## config.mk

```make
export PLATFORM = sky130hd
export DESIGN_NAME = fenw_mod_add
export DESIGN_NICKNAME = d
export VERILOG_FILES = /design/src/rtl/fenw_pkg.sv /design/src/rtl/fenw_mod_add.sv
export SDC_FILE = /design/constraint.sdc
export NUM_CORES = 1
export LEC_CHECK = 0
export ABC_AREA = 1
export BUFFER_PORTS_ARGS = -buffer_cell sky130_fd_sc_hd__clkbuf_2
export CORE_MARGIN = 8
export CORE_UTILIZATION = 58
export DETAILED_ROUTE_END_ITERATION = 8
export PLACE_DENSITY = 0.94
export SYNTH_ARGS = -nofsm -noshare
export SYNTH_HDL_FRONTEND = slang
export SYNTH_SLANG_ARGS = --single-unit
```

## constraint.sdc

```tcl
create_clock -name vclk -period 3.9
set_input_delay 0.39 -clock vclk [all_inputs]
set_output_delay 0.39 -clock vclk [all_outputs]
set_load 0.05 [all_outputs]
```

## src/rtl/fenw_pkg.sv

```systemverilog
// ----------------------------------------------------------------------------
// fenw_pkg
// Shared widths, constants and command codes for the modular Fenwick tree.
// ----------------------------------------------------------------------------
package fenw_pkg;

  // field widths
  localparam int POS_W = 13;
  localparam int VAL_W = 30;
  // walk index: one bit above a position so the upward step cannot wrap
  localparam int IDX_W = POS_W + 1;

  // residue modulus, fits in the value width
  localparam logic [VAL_W-1:0] MODULUS = 30'd1000000007;

  // size register value after reset
  localparam logic [POS_W-1:0] SIZE_RESET = 13'd4096;

  // command codes
  typedef enum logic {
    CMD_ADD   = 1'b0,
    CMD_QUERY = 1'b1
  } cmd_t;

endpackage

```

## src/rtl/fenw_mod_add.sv

```systemverilog
// ----------------------------------------------------------------------------
// fenw_mod_add
// Shared modular adder: one wide add, one compare and a conditional subtract.
// ----------------------------------------------------------------------------
module fenw_mod_add
  import fenw_pkg::*;
(
  input  logic [VAL_W-1:0] a,
  input  logic [VAL_W-1:0] b,
  output logic [VAL_W-1:0] sum
);

  logic [VAL_W:0] raw;

  // add, then fold back once below the modulus
  always_comb begin
    raw = {1'b0, a} + {1'b0, b};
    if (raw >= {1'b0, MODULUS}) begin
      raw = raw - {1'b0, MODULUS};
    end
    sum = raw[VAL_W-1:0];
  end

endmodule

```

==> metrics.md <==
| Metric | Value |
|---|---|
| Die Width | 98.5 um |
| Via-per-instance ratio | ~5.4 |
| Max Freq | 0.272 GHz |
| Hold Vio Cnt, Final | 0 |
| HP Class | primary input to output port |
| Fillers | 506 |
| Synth cell types | 31 |
| Post-CTS Hold Buffers | 0 |
| Syn Inst Count | just over 800 |
| Core outline area | between 6000 and 7000 um2 |
| Starting density of the core | roughly 59% |
| Final Cell Area | approximately 5000 um2 |
| Psw | 1050 uW |
| Met2 Use GR | 43.1% |
| Startpoint Class | primary input |
| Met3 usage | approximately 2.3% |
| First-pass GRT wire length | slightly above 20 mm |
| Number of global-route vias before repair | a little under 5,000 |
| Yosys top cell area share | between 30 and 40% |
| Final setup vio count | 0 |
| Status | finished clean |
| Die height | just under 100 um |
| WS Path Type | primary input to output port |
| Drt wl/cell | between 10 and 15 um |
| Syn_area_per_cell | 4.76 um2 |
| Synth area leader | nand2_1 |
| Layout area overhead | 26.6% |
| Total number of vias | roughly 5,400 |
| Largest net degree at the start of global routing | 25 |
| Non-Filler Instances | approximately 1,000 |
| TritonRoute pass-1 iters | 5 |
| Max-slew violations | 0 |
| PwrDens | roughly 340 nW/um2 |
| Antenna violations before repair | 0 |
| Critical path arrival | 3.29 ns |
| Part of the power in registers | 0% |
| ANT nets after route | 0 |
| Crit path max fanout | 6 |
| CP required | between 3 and 4 ns |
| Io pins | 90 |
| Sw frac | between 60% and 70% |
| Placed instance count | around 1,000 |
| DRT iter0 DRCs | a little over 400 |
| Routability congestion estimate | about 0.95 |
| Grt peak-use layer | met2 |
| FF+latch area | 0 um2 |
| Clock share of power | 0% |
| Max VDD drop | approximately 0.12 mV |
| Dpl ws | around 0.087 ns |
| DRC Markers | 0 |
| GR Overflow Total | 0 |
| Layout Nets | slightly above 1,000 |
| Largest cells by area after synthesis | nand2_1, inv_1, ha_1 |
| Slew margin rel. | roughly 70% |
| Final min period | roughly 3.7 ns |
| Antenna cell count | 0 |
| Die area | between 9000 and 10,000 um2 |
| Detailed Place HPWL | about 10 mm |
| Leakage | 0.00305 uW |
| Total routed wirelength | ~12 mm |
| Port Buf Inserts | 90 |
| Share of cells above drive strength 1 | between 20% and 30% |
| Combinational share of power | between 90% and 100% |
| Syn nets | approximately 900 |
| GRT Util Overall | between 20% and 30% |
| Max Cap Violations | 0 |
| Row count | 30 |
| Sequential cells | 0 |
| Crit end category | output port |
| Cell Int Power | between 600 and 700 uW |
| # clk buffers | 0 |
| Final Util | between 70% and 80% |
| Worst-Margin Slew | approximately 0.45 ns |
| Area after DPL | roughly 4900 um2 |
| Yosys warning count | 0 |
| Met1 GRT Util | between 20 and 30% |
| Sequential share of the synthesized area | 0% |
| Tcrit/Tclk final | between 90 and 100% |
| Final worst slack | approximately 0.22 ns |
| Synth Cell Area | around 3900 um2 |
==> final cells by class <==
class	instances	area [um2]	share of cell area, %
inverters	163	612	12.2
well taps	80	100	2.00
multi-input cells	662	3360	67.1
repair buffers	101	931	18.6
==> per-layer routing <==
metal | vias up | share of wire [%]
met2 | 284 | 48
met1 | 2364 | 41
met4 | 0 | 2.8
li1 | 2760 | -
met5 | - | 0
met3 | 33 | 8.8
==> cells in the final DEF (no fill, tap or decap), drive strengths merged <==
cell and count:
clkinv 2, nand3b 4, xnor2 2, nor3 5
fa 1, and2 6, or2 1, a21oi 22
inv 161, nand2 367, nor2 81, ha 31
o21ai 23, o21bai 3, clkbuf 66, nand3 74
o22ai 1, and3 1, nand4 23, xor2 17
buf 35
==> logic make-up after synthesis <==
kind of cell | Yosys count | synth area share, %
simple gates | 561 | 61.6
xor+xnor | 19 | 4.40
fa+ha+maj | 32 | 10.3
buf+inv | 169 | 17.0
compound gates | 49 | 6.62
==> power by group through the flow <==
stage	clock [uW]	combinational (uW)	sequential, uW
global route	0	1820	0
CTS	0	1610	0
detailed placement	0	1610	0
global placement	0	1580	0
floorplan	0	1050	0
finish	0	1680	0
==> timing repair <==
action | CTS | global route
buffers inserted | 0 | 4
resized for setup | 0 | 26
setup endpoints to repair | 0 | 30
==> stage by stage <==
step / total power, uW / TNS, ns / hold slack [ns]
2_1_floorplan: 1050 / 0 / 1.17
3_3_place_gp: 1580 / 0 / 1.31
3_5_place_dp: 1610 / 0 / 1.31
4_1_cts: 1610 / 0 / 1.31
5_1_grt: 1820 / -0.00125 / 1.32
6_report: 1680 / 0 / 1.30
==> synth_stat cells, drive strengths merged <==
master	n
a21oi	22
ha	31
xnor2	2
and2	6
nand2	367
nand4	23
or2	1
inv	161
o22ai	1
and3	1
nor3	5
o21ai	23
nand3	73
fa	1
clkinv	2
nand3b	4
o21bai	3
nor2	81
xor2	17
buf	6
==> final timing paths <==
kind	start	endpoint	slack, ns	cells after the start
worst max-delay path	a[0]	sum[21]	0.22	21
worst min-delay path	b[0]	sum[0]	1.30	4
==> critical path, stage by stage <==
cell and delay, ns:
clkbuf_2 0.08, ha_2 0.20, inv_1 0.06, fa_2 0.36, inv_2 0.09, nand3_1 0.12
nand2_2 0.14, nand2_1 0.07, nand2_1 0.10, nand3_1 0.10, nand3_1 0.10, nand2_2 0.10
nand2_1 0.10, nand2_1 0.10, a21oi_1 0.21, nand2_2 0.12, nand2_4 0.11, nand3_4 0.15
buf_4 0.19, o21ai_1 0.21, buf_12 0.17
Power figures use the tool's default switching activity.
